[config.mk]
export PLATFORM = sky130hd
export DESIGN_NAME = byte_stuffing_frame_encoder_unit
export DESIGN_NICKNAME = d
export VERILOG_FILES = /design/src/hw/rtl/bsfe_pkg.sv /design/src/hw/rtl/bsfe_encode.sv /design/src/hw/rtl/bsfe_serial.sv /design/src/hw/rtl/byte_stuffing_frame_encoder_unit.sv
export SDC_FILE = /design/constraint.sdc
export NUM_CORES = 1
export LEC_CHECK = 0
export BUFFER_PORTS_ARGS = -buffer_cell sky130_fd_sc_hd__buf_2
export CAP_MARGIN = 10
export CORE_UTILIZATION = 46
export DETAILED_ROUTE_END_ITERATION = 12
export GPL_ROUTABILITY_DRIVEN = 0
export PLACE_DENSITY = 0.62
export SYNTH_ARGS = -nofsm -noshare
export SYNTH_HDL_FRONTEND = slang
export SYNTH_SLANG_ARGS = --single-unit
[constraint.sdc]
create_clock -name i_clk -period 6 [get_ports i_clk]
set_input_delay 0.6 -clock i_clk [delete_from_list [all_inputs] [get_ports i_clk]]
set_output_delay 0.6 -clock i_clk [all_outputs]
set_load 0.005 [all_outputs]
[src/hw/rtl/bsfe_pkg.sv]
package bsfe_pkg;

    localparam int unsigned BYTE_W    = 8;
    localparam int unsigned NUM_SLOTS = 6;
    localparam int unsigned SLOT_W    = $clog2(NUM_SLOTS);

    // Fixed order of the bytes that one payload byte can cause.
    localparam int unsigned SLOT_START   = 0;
    localparam int unsigned SLOT_ESC_B   = 1;
    localparam int unsigned SLOT_BYTE    = 2;
    localparam int unsigned SLOT_ESC_SUM = 3;
    localparam int unsigned SLOT_SUM     = 4;
    localparam int unsigned SLOT_END     = 5;

    localparam logic [BYTE_W-1:0] OPEN_BYTE_RST  = 8'h02;
    localparam logic [BYTE_W-1:0] ESC_BYTE_RST   = 8'h10;
    localparam logic [BYTE_W-1:0] CLOSE_BYTE_RST = 8'h03;
    localparam logic [BYTE_W-1:0] XOR_INIT       = 8'h00;

    localparam int unsigned CFG_IDX_W = 2;

    typedef enum logic [CFG_IDX_W-1:0] {
        CFG_OPEN_BYTE  = 2'd0,
        CFG_ESC_BYTE   = 2'd1,
        CFG_CLOSE_BYTE = 2'd2
    } t_cfg_idx;

    typedef struct packed {
        logic [BYTE_W-1:0] payload_byte;
        logic              frame_last;
    } t_in;

    typedef struct packed {
        logic [BYTE_W-1:0] line_byte;
        logic              run_last;
    } t_out;

    typedef struct packed {
        logic [NUM_SLOTS-1:0][BYTE_W-1:0] bytes;
        logic [NUM_SLOTS-1:0]             mask;
    } t_burst;

endpackage

[src/hw/rtl/bsfe_encode.sv]
module bsfe_encode (
    input  logic                            i_clk,
    input  logic                            i_rst_n,
    input  logic                            i_cfg_we,
    input  logic [bsfe_pkg::CFG_IDX_W-1:0]  i_cfg_idx,
    input  logic [bsfe_pkg::BYTE_W-1:0]     i_cfg_data,
    input  bsfe_pkg::t_in                   i_item,
    input  logic                            i_accept,
    output bsfe_pkg::t_burst                o_burst
);
    import bsfe_pkg::*;

    logic [BYTE_W-1:0] r_open_byte;
    logic [BYTE_W-1:0] r_esc_byte;
    logic [BYTE_W-1:0] r_close_byte;
    logic              r_inside;
    logic [BYTE_W-1:0] r_xor;

    logic [BYTE_W-1:0] n_xor;
    logic              spec_byte;
    logic              spec_sum;

    always_comb begin
        n_xor     = r_xor ^ i_item.payload_byte;
        spec_byte = (i_item.payload_byte == r_open_byte)
                  | (i_item.payload_byte == r_esc_byte)
                  | (i_item.payload_byte == r_close_byte);
        spec_sum  = (n_xor == r_open_byte) | (n_xor == r_esc_byte)
                  | (n_xor == r_close_byte);

        o_burst.bytes[SLOT_START]   = r_open_byte;
        o_burst.bytes[SLOT_ESC_B]   = r_esc_byte;
        o_burst.bytes[SLOT_BYTE]    = i_item.payload_byte;
        o_burst.bytes[SLOT_ESC_SUM] = r_esc_byte;
        o_burst.bytes[SLOT_SUM]     = n_xor;
        o_burst.bytes[SLOT_END]     = r_close_byte;

        o_burst.mask[SLOT_START]   = !r_inside;
        o_burst.mask[SLOT_ESC_B]   = spec_byte;
        o_burst.mask[SLOT_BYTE]    = 1'b1;
        o_burst.mask[SLOT_ESC_SUM] = i_item.frame_last & spec_sum;
        o_burst.mask[SLOT_SUM]     = i_item.frame_last;
        o_burst.mask[SLOT_END]     = i_item.frame_last;
    end

    always_ff @(posedge i_clk) begin
        if (!i_rst_n) begin
            r_open_byte  <= OPEN_BYTE_RST;
            r_esc_byte   <= ESC_BYTE_RST;
            r_close_byte <= CLOSE_BYTE_RST;
            r_inside     <= 1'b0;
            r_xor        <= XOR_INIT;
        end else begin
            if (i_cfg_we) begin
                unique case (i_cfg_idx)
                    CFG_OPEN_BYTE:  r_open_byte  <= i_cfg_data;
                    CFG_ESC_BYTE:   r_esc_byte   <= i_cfg_data;
                    CFG_CLOSE_BYTE: r_close_byte <= i_cfg_data;
                    default:        ;
                endcase
            end
            if (i_accept) begin
                if (i_item.frame_last) begin
                    r_inside <= 1'b0;
                    r_xor    <= XOR_INIT;
                end else begin
                    r_inside <= 1'b1;
                    r_xor    <= n_xor;
                end
            end
        end
    end

endmodule

[src/hw/rtl/bsfe_serial.sv]
module bsfe_serial (
    input  logic             i_clk,
    input  logic             i_rst_n,
    input  bsfe_pkg::t_burst i_burst,
    input  logic             i_load,
    output logic             o_load_ok,
    output logic             o_out_valid,
    input  logic             i_out_ready,
    output bsfe_pkg::t_out   o_out_data
);
    import bsfe_pkg::*;

    logic [NUM_SLOTS-1:0][BYTE_W-1:0] r_bytes;
    logic [NUM_SLOTS-1:0]             r_mask;
    logic                             r_out_valid;
    t_out                             r_out;

    logic [SLOT_W-1:0]    sel;
    logic [NUM_SLOTS-1:0] rest;
    logic                 rest_empty;
    logic                 move;

    // The lowest pending slot is the next byte on the line.
    always_comb begin
        sel = '0;
        for (int i = NUM_SLOTS - 1; i >= 0; i--) begin
            if (r_mask[i]) begin
                sel = SLOT_W'(i);
            end
        end
        rest       = r_mask;
        rest[sel]  = 1'b0;
        rest_empty = (rest == '0);
        move       = (r_mask != '0) && (!r_out_valid || i_out_ready);
        o_load_ok  = (r_mask == '0) || (move && rest_empty);
    end

    always_ff @(posedge i_clk) begin
        if (!i_rst_n) begin
            r_mask      <= '0;
            r_out_valid <= 1'b0;
        end else begin
            if (i_load) begin
                r_mask <= i_burst.mask;
            end else if (move) begin
                r_mask <= rest;
            end
            if (move) begin
                r_out_valid <= 1'b1;
            end else if (i_out_ready) begin
                r_out_valid <= 1'b0;
            end
        end
    end

    always_ff @(posedge i_clk) begin
        if (i_load) begin
            r_bytes <= i_burst.bytes;
        end
        if (move) begin
            r_out.line_byte <= r_bytes[sel];
            r_out.run_last  <= rest_empty;
        end
    end

    assign o_out_valid = r_out_valid;
    assign o_out_data  = r_out;

endmodule

[src/hw/rtl/byte_stuffing_frame_encoder_unit.sv]
// Byte-stuffing frame encoder with an XOR checksum. Raw payload bytes come in
// one per transfer, each with a flag that marks the last byte of its frame.
// The first byte of a frame is preceded by the start character, and every
// payload byte that equals the start, escape or end character is preceded by
// the escape character. After the last byte the block sends the XOR of all
// raw payload bytes of the frame, escaped the same way, and then the end
// character. One input transfer therefore causes one to six output
// transfers; run_last marks the final one of them. The three framing
// characters are written through the configuration port (index 0 start,
// 1 escape, 2 end; index 3 is ignored) and should only change while the
// block is idle. Throughput is one output byte per clock while the output
// is not stalled, so a plain mid-frame byte goes through at one per cycle.
// The encoded bytes of an input wait in a six-slot burst register that
// drains one slot a cycle into the output register unless the output
// stalls; the next input transfer is taken in the cycle the burst register
// hands over its last byte, so there are no idle cycles between items. The
// first line byte of an item passes through the burst register and then
// the output register before it appears on the output. Frames have no
// length limit.
module byte_stuffing_frame_encoder_unit (
    input  logic                           i_clk,
    input  logic                           i_rst_n,
    input  logic                           i_cfg_we,
    input  logic [bsfe_pkg::CFG_IDX_W-1:0] i_cfg_idx,
    input  logic [bsfe_pkg::BYTE_W-1:0]    i_cfg_data,
    input  logic                           i_in_valid,
    output logic                           o_in_ready,
    input  bsfe_pkg::t_in                  i_in_data,
    output logic                           o_out_valid,
    input  logic                           i_out_ready,
    output bsfe_pkg::t_out                 o_out_data
);
    import bsfe_pkg::*;

    t_burst burst;
    logic   load_ok;
    logic   accept;

    // An input transfer completes when the burst register is free or is
    // handing over its last pending byte in this cycle.
    assign accept     = i_in_valid && load_ok;
    assign o_in_ready = load_ok;

    // Framing state, configuration registers and the encode logic that turns
    // one payload byte into its set of line bytes.
    bsfe_encode u_encode (
        .i_clk      (i_clk),
        .i_rst_n    (i_rst_n),
        .i_cfg_we   (i_cfg_we),
        .i_cfg_idx  (i_cfg_idx),
        .i_cfg_data (i_cfg_data),
        .i_item     (i_in_data),
        .i_accept   (accept),
        .o_burst    (burst)
    );

    // Burst register and output register: sends the pending line bytes in
    // slot order, one per cycle while the output is not stalled.
    bsfe_serial u_serial (
        .i_clk       (i_clk),
        .i_rst_n     (i_rst_n),
        .i_burst     (burst),
        .i_load      (accept),
        .o_load_ok   (load_ok),
        .o_out_valid (o_out_valid),
        .i_out_ready (i_out_ready),
        .o_out_data  (o_out_data)
    );

endmodule

== Word level (Yosys, flattened, before mapping) ==
Index checks and enable logic that the tools add are counted.

* Add/subtract/negate cells: 0
* Multipliers: 0
* Divide/modulo/power cells: 0
* Order comparisons: 2
* Eq/ne operators: 8
* Shift operators: 0
* Mux-type cells: 16
* Bitwise gates (word level): 8
* Reduce and logical (&&, ||, !) cells: 17

{| class="wikitable"
|+ Operator list
! kind !! count
|-
| equality test 8 bit || 6
|-
| binary-select mux 8 bit (select 3 bit) || 1
|-
| 2-to-1 mux 3 bit || 6
|-
| 2-to-1 mux 8 bit || 2
|-
| zero test 6 bit || 2
|-
| 2-to-1 mux 6 bit || 2
|-
| XOR 8 bit || 1
|-
| bitwise AND 6 bit || 1
|-
| inverter 6 bit || 1
|-
| AND reduction 2 bit || 3
|-
| nonzero test 6 bit || 1
|-
| logical AND 1 bit || 4
|-
| less-than comparator 3 x 4 -> 1 bit (second input constant) || 1
|-
| 2-to-1 mux 1 bit || 4
|-
| OR 1 bit || 4
|-
| nonzero test 2 bit || 2
|-
| demux 1 bit (select 3 bit) || 1
|-
| >= comparator 3 x 1 -> 1 bit (second input constant) || 1
|-
| equality test 2 x 1 -> 1 bit (second input constant) || 1
|-
| equality test 2 bit (second input constant) || 1
|-
| zero test 1 bit || 2
|-
| zero test 2 bit || 1
|-
| logical OR 1 bit || 2
|-
| bitwise AND 1 bit || 1
|}

* Register bits after elaboration: 89
* Bits in latches: 0
* Bits in writable memories: 0
* ROM bits: 0
* Bits of input ports: 24
* Output and inout bits: 11
* Word-level logic and storage cells: 65
* Memories kept: 0

== Logic depth before layout (Yosys ltp) ==
* Depth in word-level cells: 17
* Mapped depth: 8
* Gate-level depth less buffers: 6

== By module ==
A second synthesis with hierarchy kept.

* Cell total of the unflattened synthesis: 429
* Area, all modules: 4947.2 um2

{| class="wikitable"
|+ Modules (own cells, without submodules)
! module !! times used !! cells each !! area each (um2) !! sequential area each (um2)
|-
| bsfe_serial || 1 || 180 || 2517.4 || 1851.8
|-
| bsfe_encode || 1 || 248 || 2423.6 || 660.6
|-
| byte_stuffing_frame_encoder_unit || 1 || 1 || 6.3 || 0.0
|}

== Worst setup path after synthesis ==
OpenSTA, ideal clock, no wires.

* Path type: in2reg
* Start point: in i_in_data[6] (netlist bit)
* End point: reg u_serial.r_mask[3]
* Setup time: 0.091 ns
* Arrival time: 2.060 ns
* Data required time: 5.909 ns
* Path slack: 3.850 ns
* Stages: 6
* Path buffers: 1
* Path through: buf_2 xor2_1 xnor2_1 nand4_1 or4b_1 a311oi_1

{| class="wikitable"
|+ RTL lines
! what !! RTL line !! source
|-
| from (decl) || byte_stuffing_frame_encoder_unit.sv:28 || <nowiki>input bsfe_pkg::t_in i_in_data,</nowiki>
|-
| to (signal assigned) || bsfe_serial.sv:44 || <nowiki>r_mask <= i_burst.mask;</nowiki>
|-
| to (signal assigned) || bsfe_serial.sv:46 || <nowiki>r_mask <= rest;</nowiki>
|-
| to (decl) || bsfe_serial.sv:14 || <nowiki>logic [NUM_SLOTS-1:0] r_mask;</nowiki>
|}

== Worst setup path in the final report ==
* Start point: reg u_serial.r_mask[0]
* End point: reg u_serial.r_mask[3]

* Longest elaborated chain between the ends: 12
* Elaborated cells between the ends (all ways): 18
* Classes of those cells: 2 x order compare; 5 x mux; 2 x bitwise; 9 x reduce/logical

{| class="wikitable"
|+ RTL lines
! what !! RTL line !! source
|-
| 2-to-1 mux 3 bit || bsfe_serial.sv:27 || <nowiki>if (r_mask[i]) begin</nowiki>
|-
| less-than comparator 3 x 4 -> 1 bit (implied by the code) / >= comparator 3 x 1 -> 1 bit (equally long branches) || bsfe_serial.sv:32 || <nowiki>rest[sel] = 1'b0;</nowiki>
|-
| logical AND 1 bit (implied by the code) || bsfe_serial.sv:32 ||
|-
| 2-to-1 mux 1 bit (implied by the code) || bsfe_serial.sv:32 ||
|-
| demux 1 bit (select 3 bit) || - ||
|-
| inverter 6 bit (no line) || - ||
|-
| bitwise AND 6 bit (no line) || - ||
|-
| zero test 6 bit || bsfe_serial.sv:33 || <nowiki>rest_empty = (rest == '0);</nowiki>
|-
| logical AND 1 bit || bsfe_serial.sv:35 || <nowiki>o_load_ok = (r_mask == '0) || (move && rest_empty);</nowiki>
|-
| logical OR 1 bit || bsfe_serial.sv:35 ||
|-
| logical AND 1 bit || byte_stuffing_frame_encoder_unit.sv:41 || <nowiki>assign accept = i_in_valid && load_ok;</nowiki>
|-
| 2-to-1 mux 6 bit / nonzero test 2 bit (equally long branches) || - ||
|}

Parallel ways exist; a longest one is shown, timed or not. The select of a mux whose other input is x is not followed.
A chain may end at the register's enable or synchronous reset.

==> metrics.txt <==
# TYPE chip_impl_metric gauge
chip_impl_info{name="run_status",value="finished clean"} 1
chip_impl_metric{name="synth.mux.area_fraction",unit="%"} 10.7
chip_impl_metric{name="post-route-min-period",unit="ns"} 2.90
chip_impl_info{name="synth_flop_cell",value="edfxtp_1"} 1
chip_impl_metric{name="avgSynthCellArea",unit="um^2"} 11.9
chip_impl_metric{name="clock_insertion_delay_worst_skew",unit="ns"} 0.37
chip_impl_metric{name="fin_setup_tns",unit="ns"} 0
chip_impl_info{name="rsz_0062_raised_after_global_routing",value="no"} 1
chip_impl_metric{name="initial_antenna_violation_count",unit=""} 0
chip_impl_info{name="cp-start-kind",value="flip-flop"} 1
chip_impl_info{name="largest_family_of_logic_cells_by_synthesized_area",value="XOR/XNOR gates"} 1
chip_impl_metric{name="synth-adder-area-share",unit="%"} 0.234
chip_impl_metric{name="drt_pre_antenna_iters",unit=""} 6
chip_impl_metric{name="clk_pin_slew",unit="ns"} 0.10
chip_impl_metric{name="drc_violations",unit=""} 0
chip_impl_metric{name="syn_inst",unit=""} 359
chip_impl_metric{name="vias_in_the_first_global_route",unit=""} 2669
chip_impl_info{name="cts_root_buf",value="clkbuf_8"} 1
chip_impl_metric{name="tightestPinTransition",unit="ns"} 1.15
chip_impl_metric{name="clock_skew",unit="ns"} 0.0122
chip_impl_metric{name="grt_util_all_layers",unit="%"} 19.8
chip_impl_metric{name="p_leak",unit="uW"} 0.00173
chip_impl_metric{name="cts_hold_buf",unit=""} 0
chip_impl_metric{name="die_h",unit="um"} 98.5
chip_impl_metric{name="clock_power_share",unit="%"} 23.7
chip_impl_info{name="holdCritPathClass",value="in2reg"} 1
chip_impl_metric{name="wire_per_inst",unit="um"} 18.4
chip_impl_metric{name="ys.warnings.count",unit=""} 0
chip_impl_metric{name="dr.first_iter.drc_count",unit=""} 125
chip_impl_metric{name="timing.max_slew.rel_slack",unit="%"} 22.8
chip_impl_metric{name="synth-seq-cells",unit=""} 89
chip_impl_metric{name="grt_overflow",unit=""} 0
chip_impl_metric{name="drv_slew",unit=""} 0
chip_impl_info{name="crit_path_end_kind",value="flip-flop"} 1
chip_impl_metric{name="grt_pass1_wl",unit="mm"} 14.4
chip_impl_metric{name="fin_worst_hold_slack",unit="ns"} 0.485
chip_impl_metric{name="post_cts_buffers",unit=""} 0
chip_impl_metric{name="cell_variety_after_synth",unit=""} 49
chip_impl_metric{name="die_area",unit="mm^2"} 0.00970
chip_impl_metric{name="floorplan.io_pins",unit=""} 35
chip_impl_metric{name="vias_per_cell",unit=""} 5.48
chip_impl_metric{name="final_min_period_over_clock_period",unit="%"} 48.4
chip_impl_metric{name="clockBufferDepth",unit=""} 2
chip_impl_info{name="final_cell_mix",value="edfxtp_1 (49), xnor2_1 (48), nor2_1 (44)"} 1
chip_impl_info{name="tritoncts",value="built"} 1
chip_impl_metric{name="cts-buffers-inserted",unit=""} 9
chip_impl_metric{name="port_buffers",unit=""} 34
chip_impl_metric{name="hpwl",unit="mm"} 6.23
chip_impl_metric{name="power_density",unit="mW/mm^2"} 379
chip_impl_metric{name="grt_start_max_net_pins",unit=""} 54
chip_impl_metric{name="chipWidth",unit="um"} 98.5
chip_impl_metric{name="layout.nets",unit=""} 409
chip_impl_metric{name="async_reset_ff_share",unit="%"} 0
chip_impl_metric{name="placement_rows",unit=""} 34
chip_impl_metric{name="placed_instance_count",unit=""} 482
chip_impl_metric{name="cp_data_arrival_time",unit="ns"} 3.14
chip_impl_metric{name="vdd_ir_drop_max",unit="mV"} 0.168
chip_impl_metric{name="gate_power_share",unit="%"} 26.4
chip_impl_metric{name="maxClockFrequency",unit="MHz"} 344
chip_impl_metric{name="path_max_fanout",unit=""} 53
chip_impl_metric{name="syn_to_final_growth",unit="%"} 9.23
chip_impl_metric{name="route.vias.total",unit=""} 2731
chip_impl_metric{name="sw_frac_of_total",unit="%"} 30.1
chip_impl_metric{name="start_util",unit="%"} 48.4
chip_impl_metric{name="internal-power",unit="uW"} 1240
chip_impl_info{name="layout.cells.most_common",value="edfxtp_1"} 1
chip_impl_metric{name="fraction_of_layout_cells_with_a_size_suffix_above_1",unit="%"} 21.5
chip_impl_metric{name="antenna_nets_post_route",unit=""} 0
chip_impl_metric{name="antennaDiodeCount",unit=""} 0
chip_impl_metric{name="synth_xor_xnor_area_share",unit="%"} 12.7
chip_impl_metric{name="postSynthNetCount",unit=""} 383
chip_impl_metric{name="setup_viol",unit=""} 0
chip_impl_metric{name="number_of_enable_flip_flop_cells_after_synthesis",unit=""} 49
chip_impl_metric{name="mappedNetlistArea",unit="mm^2"} 0.00428
chip_impl_metric{name="htreeDepth",unit=""} 3
chip_impl_metric{name="power_switching",unit="uW"} 534
chip_impl_metric{name="wirelength",unit="mm"} 9.16
chip_impl_metric{name="design.core.area",unit="mm^2"} 0.00885
chip_impl_metric{name="worst-endpoint-required",unit="ns"} 6.24
chip_impl_metric{name="power_frac_seq",unit="%"} 49.8
chip_impl_metric{name="layout.cells.non_filler",unit=""} 498
chip_impl_info{name="worstSetupPathType",value="reg2reg"} 1
chip_impl_metric{name="synth-seq-area-share",unit="%"} 53.0
chip_impl_metric{name="max_cap_viol_count",unit=""} 0
chip_impl_metric{name="tritoncts_num_sinks",unit=""} 89
chip_impl_metric{name="timing.final.hold_violations",unit=""} 0
chip_impl_metric{name="area_share_of_and_or_nand_nor_cells_after_synthesis",unit="%"} 11.0
chip_impl_metric{name="post_cts_resized",unit=""} 0
chip_impl_metric{name="synth_compound_gate_area_share",unit="%"} 7.42
## area by class of cell
class | count | area [um^2]
clock buffers | 10 | 138
clock inverters | 6 | 66.3
fillers | 783 | 4170
inverters | 18 | 67.6
multi-input cells | 230 | 1810
flip-flops and latches | 89 | 2270
well taps | 108 | 135
repair buffers | 37 | 193
## through the flow
stage | cell area [um^2] | worst slack (ns) | power (uW) | utilization, %
floorplan | 4280 | 3.85 | 1230 | -
global placement | 4480 | 3.21 | 1360 | 50.6
detailed placement | 4480 | 3.11 | 1370 | 50.6
CTS | 4680 | 3.07 | 1790 | 52.9
global route | 4680 | 2.84 | 1860 | 52.9
finish | 4680 | 3.10 | 1770 | 52.9
## sequential cells by signal, summed over array words and instances, names as in the netlist
| register | count |
|---|---|
| u_encode.r_close_byte | 8 |
| u_encode.r_esc_byte | 8 |
| u_encode.r_inside | 1 |
| u_encode.r_open_byte | 8 |
| u_encode.r_xor | 8 |
| u_serial.o_out_data | 9 |
| u_serial.o_out_valid | 1 |
| u_serial.r_bytes | 40 |
| u_serial.r_mask | 6 |
## critical path, cell delays in order (launching register included)
cell	delay [ns]
dfxtp_1	0.42
or4_4	0.64
a2111oi_4	0.20
a211oi_1	0.08
buf_4	0.18
inv_2	0.75
a22oi_1	0.21
a311oi_1	0.29
## final timing paths
path	from	endpoint	slack (ns)	depth (start not counted)
max	u_serial.r_mask[0]	u_serial.r_mask[3]	3.10	7
min	i_cfg_data[5]	u_encode.r_open_byte[5]	0.48	3
max reg2reg	u_serial.r_mask[0]	u_serial.r_mask[3]	3.10	7
min reg2reg	u_encode.r_esc_byte[4]	u_serial.r_bytes[28]	0.51	0
## cells in the mapped netlist, drive strengths merged, types with 2 or more instances
master	number	area share [%]
o21ai	14	1.6
nand3b	2	0.35
nand4b	8	1.6
nor4	2	0.44
or3	2	0.29
a21oi	20	2.3
inv	17	1.5
clkbuf	7	0.61
mux4	8	4.2
mux2i	19	4.4
nand2b	2	0.29
xnor2	55	12
nor2	45	4.3
nand2	11	0.96
buf	15	2.7
o21a	2	0.35
nand4	8	1.2
mux2	8	2.1
edfxtp	49	34
nor3	2	0.35
dfxtp	40	19
o31ai	2	0.35
or4b	2	0.47
## layer usage
metal / GRT usage [%] / vias up / share of wire, %
met3: 3.33 / 18 / 5.3
met5: 0 / - / 0
met4: 10.3 / 0 / 2.9
met1: 26.4 / 1325 / 44
li1: - / 1326 / -
met2: 31.3 / 62 / 48
## cell families (layout without fill, tap and decap cells)
logic type,after synthesis,count (layout)
AO/OA/AOI/OAI,50,50
XOR/XNOR,56,56
adder cells (fa/ha/maj),1,1
buffers and inverters,40,71
flip-flops,89,89
multiplexers,35,35
AND/OR/NAND/NOR,88,88
## power groups by stage
stage                     Sequential (uW)  Combinational [uW]  Clock, uW
final                                 883                 469        421
after CTS                             885                 477        426
after global routing                  899                 511        450
after global placement                892                 468          0
after detailed placement              899                 475          0
after floorplan                       875                 357          0
(Power assumes the default switching activity.)
